===== config.mk =====
export PLATFORM = sky130hd
export DESIGN_NAME = command_frame_receiver
export DESIGN_NICKNAME = d
export VERILOG_FILES = /design/src/design/cfr_pkg.sv /design/src/design/command_frame_receiver.sv
export SDC_FILE = /design/constraint.sdc
export NUM_CORES = 1
export LEC_CHECK = 0
export ABC_AREA = 1
export ABC_CLOCK_PERIOD_IN_PS = 3100
export BUFFER_PORTS_ARGS = -buffer_cell sky130_fd_sc_hd__buf_4
export CORE_ASPECT_RATIO = 1.75
export CORE_MARGIN = 2
export CORE_UTILIZATION = 35
export CTS_CLUSTER_SIZE = 14
export DETAILED_ROUTE_END_ITERATION = 12
export SLEW_MARGIN = 20
export SYNTH_ARGS = -nofsm -noshare
export SYNTH_HDL_FRONTEND = slang
export SYNTH_SLANG_ARGS = --single-unit

===== constraint.sdc =====
create_clock -name clk -period 3.1 [get_ports clk]
set_input_delay 0.31 -clock clk [delete_from_list [all_inputs] [get_ports clk]]
set_output_delay 0.31 -clock clk [all_outputs]
set_load 0.02 [all_outputs]

===== src/design/cfr_pkg.sv =====
// ----------------------------------------------------------------------------
// cfr_pkg
// Shared types and constants of the command frame receiver: frame markers,
// byte offsets, command and reply codes, and the event codes it reports.
// ----------------------------------------------------------------------------
package cfr_pkg;

	localparam int unsigned POS_W  = 6;
	localparam int unsigned BYTE_W = 8;
	localparam int unsigned IDX_W  = 32;

	localparam logic [BYTE_W-1:0] START_BYTE_0 = 8'h26;
	localparam logic [BYTE_W-1:0] START_BYTE_1 = 8'h27;

	localparam logic [POS_W-1:0] POS_START_0     = 6'd0;
	localparam logic [POS_W-1:0] POS_START_1     = 6'd1;
	localparam logic [POS_W-1:0] OFS_COMMAND     = 6'd7;
	localparam logic [POS_W-1:0] OFS_INDEX_FIRST = 6'd8;
	localparam logic [POS_W-1:0] OFS_INDEX_LAST  = 6'd11;
	localparam logic [POS_W-1:0] OFS_REPLY       = 6'd15;

	localparam logic [BYTE_W-1:0] CMD_BEGIN = 8'h01;
	localparam logic [BYTE_W-1:0] CMD_SCAN  = 8'h02;
	localparam logic [BYTE_W-1:0] CMD_REPLY = 8'h03;

	localparam logic [BYTE_W-1:0] BEGIN_MARK = 8'h01;

	localparam logic [BYTE_W-1:0] REPLY_CONTINUE = 8'h01;
	localparam logic [BYTE_W-1:0] REPLY_RESEND   = 8'h02;
	localparam logic [BYTE_W-1:0] REPLY_DONE     = 8'h03;
	localparam logic [BYTE_W-1:0] REPLY_RESUME   = 8'h04;

	typedef enum logic [2:0] {
		EV_NONE     = 3'd0,
		EV_SCAN     = 3'd1,
		EV_BEGIN    = 3'd2,
		EV_CANCEL   = 3'd3,
		EV_DONE     = 3'd4,
		EV_RESEND   = 3'd5,
		EV_CONTINUE = 3'd6,
		EV_RESUME   = 3'd7
	} event_t;

endpackage


===== src/design/command_frame_receiver.sv =====
// ----------------------------------------------------------------------------
// command_frame_receiver
// Hunts for fixed-length command frames in a stream of received serial bytes
// and reports one decoded event with the current block index per frame.
// ----------------------------------------------------------------------------
// Usage:
//   Slave channel s_*: one received byte per item in s_tdata[7:0].
//   Master channel m_*: one item per completed frame; m_tdata carries the
//   event code in [2:0] and the block index in [34:3].
//   Bytes before a frame start or a wrong second byte yield no item.
//   The accepted last byte of a frame reaches m_tvalid through the input
//   register, then the result register.
//   One byte per cycle while m_tready does not stall the result register;
//   the decode between the two registers is combinational.
//   Reset clears the frame position, the captured fields and the block
//   index, and empties both registers.
//   When the receiver stalls, the result register holds and the input
//   register holds its byte; s_tready drops once both are occupied.
// ----------------------------------------------------------------------------
module command_frame_receiver #(
	parameter int unsigned FRAME_BYTES = 48
) (
	input  logic        clk,
	input  logic        arst_n,
	input  logic        s_tvalid,
	output logic        s_tready,
	input  logic [7:0]  s_tdata,   // [7:0] rx_byte
	output logic        m_tvalid,
	input  logic        m_tready,
	output logic [39:0] m_tdata    // [2:0] event_res, [34:3] block_index, [39:35] zero
);
	import cfr_pkg::*;

	localparam logic [POS_W-1:0] POS_LAST  = POS_W'(FRAME_BYTES - 1);
	localparam logic [POS_W-1:0] POS_LIMIT = POS_W'(FRAME_BYTES);

	logic              in_valid_s1;
	logic [BYTE_W-1:0] in_byte_s1;

	logic [POS_W-1:0]  pos_q,  pos_d;
	logic [BYTE_W-1:0] cmd_q,  cmd_d;
	logic [IDX_W-1:0]  idx_q,  idx_d;
	logic [BYTE_W-1:0] rep_q,  rep_d;
	logic [IDX_W-1:0]  xfer_q, xfer_d;

	logic              emit;
	event_t            ev;

	logic              out_valid_s2;
	event_t            out_ev_s2;
	logic [IDX_W-1:0]  out_idx_s2;

	logic out_free;
	logic proc;

	assign out_free = !out_valid_s2 || m_tready;
	assign proc     = in_valid_s1 && out_free;
	assign s_tready = !in_valid_s1 || out_free;

	always_comb begin
		pos_d  = pos_q;
		cmd_d  = cmd_q;
		idx_d  = idx_q;
		rep_d  = rep_q;
		xfer_d = xfer_q;
		emit   = 1'b0;
		ev     = EV_NONE;
		if (pos_q == POS_START_0 && in_byte_s1 != START_BYTE_0) begin
			pos_d = pos_q;
		end else if (pos_q == POS_START_1 && in_byte_s1 != START_BYTE_1) begin
			pos_d = pos_q;
		end else if (pos_q >= POS_LIMIT) begin
			pos_d = '0;
		end else begin
			if (pos_q == OFS_COMMAND) begin
				cmd_d = in_byte_s1;
			end else if (pos_q >= OFS_INDEX_FIRST && pos_q <= OFS_INDEX_LAST) begin
				idx_d = {idx_q[IDX_W-BYTE_W-1:0], in_byte_s1};
			end else if (pos_q == OFS_REPLY) begin
				rep_d = in_byte_s1;
			end
			if (pos_q == POS_LAST) begin
				pos_d = '0;
				emit  = 1'b1;
				case (cmd_d)
					CMD_SCAN: ev = EV_SCAN;
					CMD_BEGIN: begin
						if (idx_d[BYTE_W-1:0] == BEGIN_MARK) begin
							xfer_d = '0;
							ev     = EV_BEGIN;
						end else begin
							ev = EV_CANCEL;
						end
					end
					CMD_REPLY: begin
						case (rep_d)
							REPLY_DONE:     ev = EV_DONE;
							REPLY_RESEND: begin
								xfer_d = idx_d;
								ev     = EV_RESEND;
							end
							REPLY_CONTINUE: ev = EV_CONTINUE;
							REPLY_RESUME:   ev = EV_RESUME;
							default:        ev = EV_NONE;
						endcase
					end
					default: ev = EV_NONE;
				endcase
			end else begin
				pos_d = pos_q + POS_W'(1);
			end
		end
	end

	always_ff @(posedge clk or negedge arst_n) begin
		if (!arst_n) begin
			in_valid_s1  <= 1'b0;
			out_valid_s2 <= 1'b0;
			pos_q        <= '0;
			cmd_q        <= '0;
			idx_q        <= '0;
			rep_q        <= '0;
			xfer_q       <= '0;
		end else begin
			if (s_tready) begin
				in_valid_s1 <= s_tvalid;
			end
			if (out_free) begin
				out_valid_s2 <= proc && emit;
			end
			if (proc) begin
				pos_q  <= pos_d;
				cmd_q  <= cmd_d;
				idx_q  <= idx_d;
				rep_q  <= rep_d;
				xfer_q <= xfer_d;
			end
		end
	end

	always_ff @(posedge clk) begin
		if (s_tready && s_tvalid) begin
			in_byte_s1 <= s_tdata;
		end
		if (proc && emit) begin
			out_ev_s2  <= ev;
			out_idx_s2 <= xfer_d;
		end
	end

	assign m_tvalid = out_valid_s2;
	assign m_tdata  = {5'd0, out_idx_s2, out_ev_s2};

	a_pos_in_frame: assert property (@(posedge clk) disable iff (!arst_n)
		pos_q < POS_LIMIT)
		else $error("frame position beyond frame length");

	a_last_byte_emits: assert property (@(posedge clk) disable iff (!arst_n)
		proc && pos_q == POS_LAST |=> m_tvalid && pos_q == POS_START_0)
		else $error("last byte of frame gave no result");

	a_result_from_frame_end: assert property (@(posedge clk) disable iff (!arst_n)
		$rose(m_tvalid) |-> $past(proc) && $past(pos_q) == POS_LAST)
		else $error("result without a completed frame");

	a_index_only_on_frame_end: assert property (@(posedge clk) disable iff (!arst_n)
		!(proc && pos_q == POS_LAST) |=> $stable(xfer_q))
		else $error("block index changed mid-frame");

endmodule


==> implementation parameters, run 1 <==
Parameter                              Value

Run status
  Status ... finished, violations left
  Violations in the final reports ... negative hold slack

Logic synthesis
  Synthesized instance count ... approximately 850
  Number of flops mapped to enable cells by yosys ... 43
  Most instantiated cells after synthesis ... sky130_fd_sc_hd__nand2_1, sky130_fd_sc_hd__dfrtp_1, sky130_fd_sc_hd__inv_1, sky130_fd_sc_hd__nand4_1, sky130_fd_sc_hd__o21ai_0
  Top FF cell, synth ... sky130_fd_sc_hd__dfrtp_1
  Largest cells by area after synthesis ... sky130_fd_sc_hd__dfrtp_1, sky130_fd_sc_hd__nand2_1, sky130_fd_sc_hd__edfxtp_1
  Dominant cell by count in the synthesized netlist ... sky130_fd_sc_hd__nand2_1
  Share of the synthesized area in the top cell type ... 0.329
  Share of synthesized area occupied by flip-flops and latches ... 0.521
  Ys Warns ... 0
  FF+latch count, synth ... around 130
  Cell Area, Synth ... around 6700 um^2
  Async SR Flop Fraction ... 0.672
  Post-synthesis cell type count ... 31
  Synth area leader ... sky130_fd_sc_hd__dfrtp_1
  Synthesized area per cell ... between 7 and 8 um^2

Timing
  Count of pins over their slew limit ... 0
  Transition time of the tightest slew-check pin ... between 800 and 900 ps
  Hold Fails Final Rpt ... 6
  Hold slack ... -34.0 ps
  Setup_tns ... 0 ps
  Worst relative slew slack ... 0.441
  Smallest setup slack after layout ... 337 ps
  Final worst clock skew ... ~16 ps
  Unrepaired setup endpoints after global routing ... false
  Final clock period utilization by the worst path ... 0.891
  Post-route minimum period ... 2760 ps
  Peak clock frequency supported by timing ... ~360 MHz
  Setup-failing EPs final ... 0

Clock tree
  Maximum buffer depth of the clock tree ... 2
  Number of clock buffers inserted by TritonCTS ... 17
  Clock latency on the worst-skew pair ... 420 ps
  Count of cells resized by post-cts repair ... 0
  Number of buffers inserted by hold repair at cts ... 0
  TritonCTS sink count ... 131
  Clk Tree Root Cell ... sky130_fd_sc_hd__clkbuf_16
  H-tree levels ... 4
  Clock tree from TritonCTS ... built
  Setup repair bufs after CTS ... 0
  Clock transition at the registers of the reported paths ... approximately 60 ps

Global routing
  Wire length of the first global-routing pass ... 27400 um
  Number of global-route vias before repair ... between 5000 and 6000
  Pin count of the biggest net entering global routing ... 60
  Antenna violations before repair ... 0
  Combined global-route utilization of all metal layers ... 0.173
  Global route overflow ... 0

Route
  Iter 0 DRT Violations ... 331
  Overall routed net length ... around 16000 um
  DR vias ... roughly 5600
  ANT nets after route ... 0
  Routed via count divided by cell count ... roughly 4.8
  Detailed-router iteration count before antenna repair ... 5
  Number of remaining DRC errors ... 0
  Average wire per standard cell ... approximately 14 um

Power
  Leak ... roughly 0.0039 uW
  Power per cell area ... around 830 nW/um^2
  IR Drop Worst-Case VDD ... 0.000383 V
  Power, Total ... roughly 6600 uW

Setup path
  Endpoint class of the critical path ... flop
  Peak per-stage delay on the critical path ... roughly 400 ps
  Worst r2r dst ... out_idx_s2[30]
  Stages on the worst setup path ... 15
  Family of cells with the greatest summed delay on the critical path ... simple AND/OR/NAND/NOR gates
  Setup crit start ... pos_q[0]
  Classification of the worst setup path ... flop to flop
  Cell at the slowest stage of the critical path ... sky130_fd_sc_hd__dfrtp_1
  Startpoint class of the critical path ... flop
  Cell repeated most along the worst path ... sky130_fd_sc_hd__nand2_1
  Register-to-Register Setup Slack ... ~340 ps
  Critical path, cell by cell ... ha_1, inv_1, nand2_1, nand2_2, nand2_1, nand2_1, nand2_1, nand2_1, nor2_1, nand2_1, nand2_1, nand3_1, buf_4, nand2_1, nand2_1
  CP bufs+invs ... 2
  Maximum fanout along the worst path ... 32
  Last element of the critical path ... out_idx_s2[30]
  Data arrival, critical path ... between 2000 and 3000 ps
  Length in cells of the worst reg-to-reg path ... 15
  R2R Path Start ... pos_q[0]
  Required time at the endpoint of the critical path ... about 3300 ps

Cells and area
  Antenna Diode Count ... 0
  Multi-input logic area ... 2660 um^2
  Total number of nets in the final design ... roughly 900
  Filler instances ... between 1500 and 2000
  Synth-to-Final Area Change ... 18.9%
  Layout cells sized above 1 ... 0.135
  Register area ... roughly 3500 um^2
  Post-Route Utilization ... 0.420

Flow run
  Max-Cap Viols ... 0

Die
  Area inside the core boundary ... 18900 um^2
  IO Pins ... 54
  Number of core rows ... 67
  Initial Utilization ... 0.354
  DIE AREA ... between 20000 and 25000 um^2
  X dimension of the die ... roughly 110 um
  Vertical die dimension ... 187 um

Placement
  Estimated wirelength of the detail-placed design ... 11400 um
  Worst setup slack before clock tree synthesis ... between 300 and 400 ps
  Port-buffer cells ... 48
  Routability congestion estimate ... around 0.85

Min path
  Min-delay worst type ... input pin to async pin
==> how the worst min path moves through the flow <==
| stage | startpoint | to | slack [ps] | cells after the start |
|---|---|---|---|---|
| after detailed placement | arst_n | pos_q[5] | 460 | 1 |
| after floorplan | arst_n | cmd_q[0] | 10 | 0 |
| final | arst_n | pos_q[5] | -30 | 1 |
| after global placement | arst_n | pos_q[0] | 450 | 1 |
| after CTS | arst_n | pos_q[5] | 9 | 1 |
| after global routing | arst_n | pos_q[5] | 40 | 1 |
==> registers in the layout, summed over array words and instances, names as in the netlist, 3 cells and up <==
signal	count
pos_q	6
out_idx_s2	32
in_byte_s1	8
cmd_q	8
idx_q	32
xfer_q	32
rep_q	8
out_ev_s2	3
==> where the power goes <==
group | switching [uW] | internal, uW | leakage (uW)
registers | 172 | 2040 | 0.00151
clock network | 806 | 1360 | 0.000306
logic | 1600 | 648 | 0.00204
==> stage by stage <==
stage                     area, um^2  cells
after CTS                       7970   1148
after global placement          7340   1116
final                           7970   1148
after detailed placement        7340   1116
after floorplan                 6720    856
after global routing            7970   1148
==> layout by cell type (no fill, tap or decap), drive strengths merged, types with 5 or more instances in the layout <==
master,Yosys,routed
nand2,352,352
inv,87,92
nand3,40,40
conb,1,5
a21oi,20,20
buf,27,69
nor2,34,34
nand4,58,58
edfxtp,43,43
clkbuf,23,18
o21ai,65,65
clkinv,1,5
dfrtp,88,88
==> cell type report <==
cell class / count / share of cell area
sequential: 131 / 0.439
multi-input combinational: 587 / 0.334
clock buffer: 18 / 0.0539
timing repair buffer: 69 / 0.0697
clock inverter: 14 / 0.0250
inverter: 88 / 0.0415
tap: 241 / 0.0379
==> metal layers <==
layer  global-route usage  routed length (um)  up-vias
met3               0.0275                 535       37
met4               0.0779                 562        0
li1                     -                   -     2825
met2                0.316                8990      143
met5                    0                   0        -
met1                0.193                6320     2550
==> cells by family (layout without fill, tap and decap cells) <==
kind of cell    after synthesis  after routing  synth area share
simple gates                490            490             0.316
buf+inv                     138            189            0.0870
flops                       131            131             0.521
compound gates               87             87            0.0668
fa+ha+maj                     4              4           0.00747
other cells                   1              5          0.000559
xor+xnor                      1              1           0.00131
Power figures use the tool's default switching activity.
==> run 2: changes to the inputs <==
--- a/config.mk
+++ b/config.mk
@@ -8,9 +8,9 @@
 export ABC_AREA = 1
 export ABC_CLOCK_PERIOD_IN_PS = 3100
 export BUFFER_PORTS_ARGS = -buffer_cell sky130_fd_sc_hd__buf_4
-export CORE_ASPECT_RATIO = 1.75
+export CORE_ASPECT_RATIO = 0.75
 export CORE_MARGIN = 2
-export CORE_UTILIZATION = 35
+export CORE_UTILIZATION = 40
 export CTS_CLUSTER_SIZE = 14
 export DETAILED_ROUTE_END_ITERATION = 12
 export SLEW_MARGIN = 20
==> run 2 against run 1 <==
Highest routed layer unchanged. Critical path depth stayed put. Cell count is 2.9% lower. The run still ends with negative hold slack left. Design area is 2.1% lower. First-iteration DRC count is 48% higher. Critical path type unchanged. Global-route usage is 2.4 points higher. Combinational power hardly changed. Register-to-register slack worse by 20 ps. Clock skew is 6.4 ps lower. Die area is 12% lower. Utilization is 6.1 points higher.
==> implementation parameters, run 2 (same netlist as run 1, synthesis figures left out) <==
Parameter                              Value

Timing
  Transition time of the tightest slew-check pin ... between 800 and 900 ps
  Count of pins over their slew limit ... 0
  Hold Fails Final Rpt ... 6
  Peak clock frequency supported by timing ... between 300 and 400 MHz
  Final clock period utilization by the worst path ... 0.898
  Worst relative slew slack ... 0.449
  Hold slack ... -1.03 ps
  Post-route minimum period ... roughly 2800 ps
  Setup-failing EPs final ... 0
  Setup_tns ... 0 ps
  Final worst clock skew ... approximately 9.6 ps
  Unrepaired setup endpoints after global routing ... false

Cells and area
  Layout cells sized above 1 ... 0.127
  Most common cell after layout, fill and taps aside ... sky130_fd_sc_hd__nand2_1
  Synth-to-Final Area Change ... 16.4%
  Filler instances ... between 1500 and 2000
  Most frequent cells in the layout ... sky130_fd_sc_hd__nand2_1, sky130_fd_sc_hd__dfrtp_1, sky130_fd_sc_hd__inv_1, sky130_fd_sc_hd__buf_4, sky130_fd_sc_hd__nand4_1
  Antenna Diode Count ... 0
  Total number of nets in the final design ... 908
  Biggest regs ... idx_q x32, out_idx_s2 x32, xfer_q x32

Setup path
  Startpoint class of the critical path ... flop
  Endpoint class of the critical path ... flop
  Data arrival, critical path ... 2950 ps
  Classification of the worst setup path ... flop to flop
  Required time at the endpoint of the critical path ... 3270 ps
  Maximum fanout along the worst path ... 25

Clock tree
  Clock transition at the registers of the reported paths ... around 60 ps
  H-tree levels ... 4
  Number of clock buffers inserted by TritonCTS ... 17
  Number of buffers inserted by hold repair at cts ... 0
  Clock tree from TritonCTS ... built
  Count of cells resized by post-cts repair ... 0
  Clock latency on the worst-skew pair ... about 420 ps
  Setup repair bufs after CTS ... 0
  Clk Tree Root Cell ... sky130_fd_sc_hd__clkbuf_16
  TritonCTS sink count ... between 100 and 150
  Maximum buffer depth of the clock tree ... 2

Power
  IR Drop Worst-Case VDD ... about 0.00043 V
  Power per cell area ... just over 800 nW/um^2
  Leak ... 0.00379 uW

Route
  Number of remaining DRC errors ... 0
  ANT nets after route ... 0
  Routed via count divided by cell count ... 4.98
  Overall routed net length ... approximately 16000 um
  Iter 0 DRT Violations ... 490
  Detailed-router iteration count before antenna repair ... 5
  Average wire per standard cell ... 14.7 um
  DR vias ... around 5600

Die
  DIE AREA ... about 18000 um^2
  Area inside the core boundary ... ~16000 um^2
  Vertical die dimension ... ~120 um
  Number of core rows ... 40
  X dimension of the die ... ~150 um
  Initial Utilization ... 0.413
  IO Pins ... 54

Global routing
  Wire length of the first global-routing pass ... ~28000 um
  Pin count of the biggest net entering global routing ... 80
  Antenna violations before repair ... 0
  Global route overflow ... 0
  Number of global-route vias before repair ... about 5300
  Combined global-route utilization of all metal layers ... 0.198

Run status
  Violations in the final reports ... negative hold slack
  Status ... finished, violations left

Min path
  Min-delay worst type ... input pin to async pin

Placement
  Routability congestion estimate ... roughly 0.9
  Estimated wirelength of the detail-placed design ... between 10000 and 15000 um
  Port-buffer cells ... 48

Flow run
  Max-Cap Viols ... 0
## run 2: final cells by class
class                           instances  area (um^2)  area share
Timing Repair Buffer                   67          528      0.0677
Sequential cell                       131         3490       0.448
Tap cell                              210          263      0.0337
Inverter                               88          330      0.0423
Clock inverter                         10         85.1      0.0109
Clock buffer                           22          444      0.0569
Multi-Input combinational cell        587         2660       0.341
## run 2: worst max-delay path, stage by stage, from the launching register on
cell and delay [ps]:
sky130_fd_sc_hd__dfrtp_1 390, sky130_fd_sc_hd__ha_1 390, sky130_fd_sc_hd__inv_1 70, sky130_fd_sc_hd__nand2_1 80
sky130_fd_sc_hd__nand2_2 110, sky130_fd_sc_hd__nand2_1 450, sky130_fd_sc_hd__nand2_1 90, sky130_fd_sc_hd__nand2_1 140
sky130_fd_sc_hd__nand2_1 80, sky130_fd_sc_hd__nor2_1 80, sky130_fd_sc_hd__nand2_1 50, sky130_fd_sc_hd__nand2_1 70
sky130_fd_sc_hd__nand3_1 90, sky130_fd_sc_hd__buf_4 240, sky130_fd_sc_hd__nand2_1 90, sky130_fd_sc_hd__nand2_1 70
## run 2: worst paths after layout
check / start / end / slack (ps) / cells after the start
max in group asynchronous: arst_n / idx_q[9] / 2370 / 2
min in group clk: s_tdata[3] / in_byte_s1[3] / 70 / 1
min reg2reg: cmd_q[5] / cmd_q[5] / 470 / 2
min: arst_n / idx_q[15] / -1 / 1
max: pos_q[0] / out_idx_s2[29] / 320 / 15
max reg2reg: pos_q[0] / out_idx_s2[29] / 320 / 15
## run 2: power by group
part           switching (uW)  total (uW)  internal [uW]
sequential                184        2220           2040
clock                     744        1840           1090
combinational            1590        2220            626
total                    2520        6280           3760
## run 2: stage by stage
step / instances / area [um^2] / power (uW) / worst slack [ps] / utilization
floorplan: 856 / 6720 / 3890 / 405 / -
global placement: 1083 / 7270 / 4420 / 433 / 0.448
detailed placement: 1083 / 7270 / 4440 / 380 / 0.448
CTS: 1115 / 7800 / 6300 / 352 / 0.481
global route: 1115 / 7800 / 6770 / 23.2 / 0.481
finish: 1115 / 7800 / 6280 / 316 / 0.481
## run 2: metal layers
metal  GRT usage  wire [um]  vias to the layer above
met2       0.292       6940                      154
met1       0.293       8450                     2563
met5           0          0                        -
met3      0.0453        870                       15
li1            -          -                     2821
met4      0.0575        174                        0
==> run 3: changes to the inputs <==
--- a/config.mk
+++ b/config.mk
@@ -9,9 +9,8 @@
 export ABC_CLOCK_PERIOD_IN_PS = 3100
 export BUFFER_PORTS_ARGS = -buffer_cell sky130_fd_sc_hd__buf_4
 export CORE_ASPECT_RATIO = 0.75
-export CORE_MARGIN = 2
 export CORE_UTILIZATION = 40
-export CTS_CLUSTER_SIZE = 14
+export CTS_CLUSTER_SIZE = 30
 export DETAILED_ROUTE_END_ITERATION = 12
 export SLEW_MARGIN = 20
 export SYNTH_ARGS = -nofsm -noshare
==> run 3 against run 2 <==
The run now ends clean. First-iteration DRC count is 11% higher. Sequential power hardly changed. Clock power is 6% higher. Global-route usage is 0.67 points higher. Wire length is 1.7% lower. Worst setup slack better by 79 ps. Critical path depth is 5 lower. Die area is 3.0% lower. Largest power group is now combinational cells.
==> implementation parameters, run 3 (same netlist as run 1, synthesis figures left out) <==
Parameter                              Value

Clock tree
  Count of cells resized by post-cts repair ... 0
  TritonCTS sink count ... ~130
  Number of clock buffers inserted by TritonCTS ... 17
  Clock transition at the registers of the reported paths ... 60 ps
  Setup repair bufs after CTS ... 0
  Maximum buffer depth of the clock tree ... 2
  Clk Tree Root Cell ... sky130_fd_sc_hd__clkbuf_16
  Number of buffers inserted by hold repair at cts ... 1
  H-tree levels ... 4
  Clock latency on the worst-skew pair ... 420 ps
  Clock tree from TritonCTS ... built

Timing
  Transition time of the tightest slew-check pin ... 741 ps
  Final clock period utilization by the worst path ... 0.872
  Unrepaired setup endpoints after global routing ... false
  Count of pins over their slew limit ... 0
  Smallest setup slack after layout ... around 400 ps
  Setup_tns ... 0 ps
  Worst relative slew slack ... 0.506
  Post-route minimum period ... around 2700 ps
  Setup-failing EPs final ... 0
  Peak clock frequency supported by timing ... roughly 370 MHz
  Hold slack ... between 60 and 70 ps
  Final worst clock skew ... 15.0 ps
  Hold Fails Final Rpt ... 0

Cells and area
  Synth-to-Final Area Change ... 17.8%
  Layout cells sized above 1 ... 0.134
  Biggest regs ... idx_q x32, out_idx_s2 x32, xfer_q x32
  Antenna Diode Count ... 0
  Most common cell after layout, fill and taps aside ... sky130_fd_sc_hd__nand2_1
  Filler instances ... between 1500 and 2000
  Total number of nets in the final design ... 913
  Most frequent cells in the layout ... sky130_fd_sc_hd__nand2_1, sky130_fd_sc_hd__dfrtp_1, sky130_fd_sc_hd__inv_1, sky130_fd_sc_hd__buf_4, sky130_fd_sc_hd__nand4_1

Power
  Sequential share of power ... 0.347
  Leak ... between 0.003 and 0.004 uW
  Fraction of power spent switching nets ... 0.392
  Relative contribution of combinational cells to total power ... 0.349
  Power per cell area ... just over 800 nW/um^2
  Pint ... a little under 4000 uW
  Clock network fraction of design power ... 0.305
  P_sw ... roughly 2500 uW
  IR Drop Worst-Case VDD ... just under 0.0007 V

Setup path
  Endpoint class of the critical path ... flop
  Last element of the critical path ... out_ev_s2[1]
  Maximum fanout along the worst path ... 14
  R2R Path Start ... pos_q[0]
  Setup crit start ... pos_q[0]
  Data arrival, critical path ... approximately 3000 ps
  Classification of the worst setup path ... flop to flop
  Startpoint class of the critical path ... flop
  Register-to-Register Setup Slack ... just under 400 ps
  Worst r2r dst ... out_ev_s2[1]
  Length in cells of the worst reg-to-reg path ... 10
  Required time at the endpoint of the critical path ... between 3000 and 4000 ps

Route
  Detailed-router iteration count before antenna repair ... 5
  Met3 wire length ... between 900 and 1000 um
  Average wire per standard cell ... 14.4 um
  DRT met1 WL ... 8370 um
  Number of remaining DRC errors ... 0
  ANT nets after route ... 0
  Highest routing layer actually used ... met4
  Routed via count divided by cell count ... between 4 and 5
  DR vias ... between 5000 and 6000
  Metal2 WL ... roughly 6700 um
  Overall routed net length ... between 15000 and 20000 um
  Iter 0 DRT Violations ... between 500 and 600

Die
  X dimension of the die ... between 150 and 200 um
  Initial Utilization ... 0.413
  Area inside the core boundary ... 16200 um^2
  Number of core rows ... 40
  DIE AREA ... 17300 um^2
  Vertical die dimension ... between 100 and 150 um
  IO Pins ... 54

Global routing
  Global route overflow ... 0
  Pin count of the biggest net entering global routing ... about 80
  Antenna violations before repair ... 0
  Wire length of the first global-routing pass ... ~27000 um
  Number of global-route vias before repair ... ~5100
  Combined global-route utilization of all metal layers ... 0.204

Run status
  Status ... completed

Flow run
  Max-Cap Viols ... 0

Placement
  Port-buffer cells ... between 40 and 50
  Estimated wirelength of the detail-placed design ... between 10000 and 15000 um
  Routability congestion estimate ... 0.883
  Worst setup slack before clock tree synthesis ... between 500 and 600 ps

Min path
  Min-delay worst type ... input pin to flop
## run 3: power groups by stage
stage                     clock network [uW]  registers [uW]  logic [uW]
after global placement                     0            2250        2210
final                                   1950            2220        2240
after CTS                               1980            2220        2240
after floorplan                            0            2190        1700
after detailed placement                   0            2250        2220
after global routing                    2060            2260        2570
## run 3: how the worst min path moves through the flow
stage / start / end / cells after the start
floorplan: arst_n / cmd_q[0] / 0
global placement: arst_n / xfer_q[31] / 1
detailed placement: arst_n / xfer_q[31] / 1
CTS: s_tdata[4] / in_byte_s1[4] / 1
global route: s_tdata[2] / in_byte_s1[2] / 1
finish: s_tdata[4] / in_byte_s1[4] / 1
## run 3: worst max-delay path: stages (launching register included)
cell and delay [ps]:
sky130_fd_sc_hd__dfrtp_1 400, sky130_fd_sc_hd__ha_1 230, sky130_fd_sc_hd__nand2_1 140, sky130_fd_sc_hd__nor2_8 170, sky130_fd_sc_hd__nand2_2 160, sky130_fd_sc_hd__o21ai_1 280
sky130_fd_sc_hd__buf_4 270, sky130_fd_sc_hd__nand2_1 70, sky130_fd_sc_hd__nor3_1 350, sky130_fd_sc_hd__o21ai_0 290, sky130_fd_sc_hd__a21oi_1 200
## run 3: layout make-up
cell class	count	area (um^2)	area share
clock inverters	10	106	0.0135
inverters	88	330	0.0418
flip-flops and latches	131	3490	0.442
clock buffers	22	464	0.0588
repair buffers	72	581	0.0735
well taps	210	263	0.0333
multi-input cells	587	2660	0.337
## run 3: per-layer routing
metal | vias to the layer above | GRT usage
met3 | 10 | 0.0450
met4 | 0 | 0.0540
li1 | 2837 | -
met1 | 2527 | 0.312
met2 | 143 | 0.288
met5 | - | 0
## run 3: per-stage QoR
step / total power (uW) / instances / area (um^2) / util
2_1_floorplan: 3890 / 856 / 6720 / -
6_report: 6420 / 1120 / 7900 / 0.487
3_5_place_dp: 4470 / 1087 / 7310 / 0.451
5_1_grt: 6890 / 1120 / 7900 / 0.487
4_1_cts: 6440 / 1120 / 7900 / 0.487
3_3_place_gp: 4450 / 1087 / 7310 / 0.451
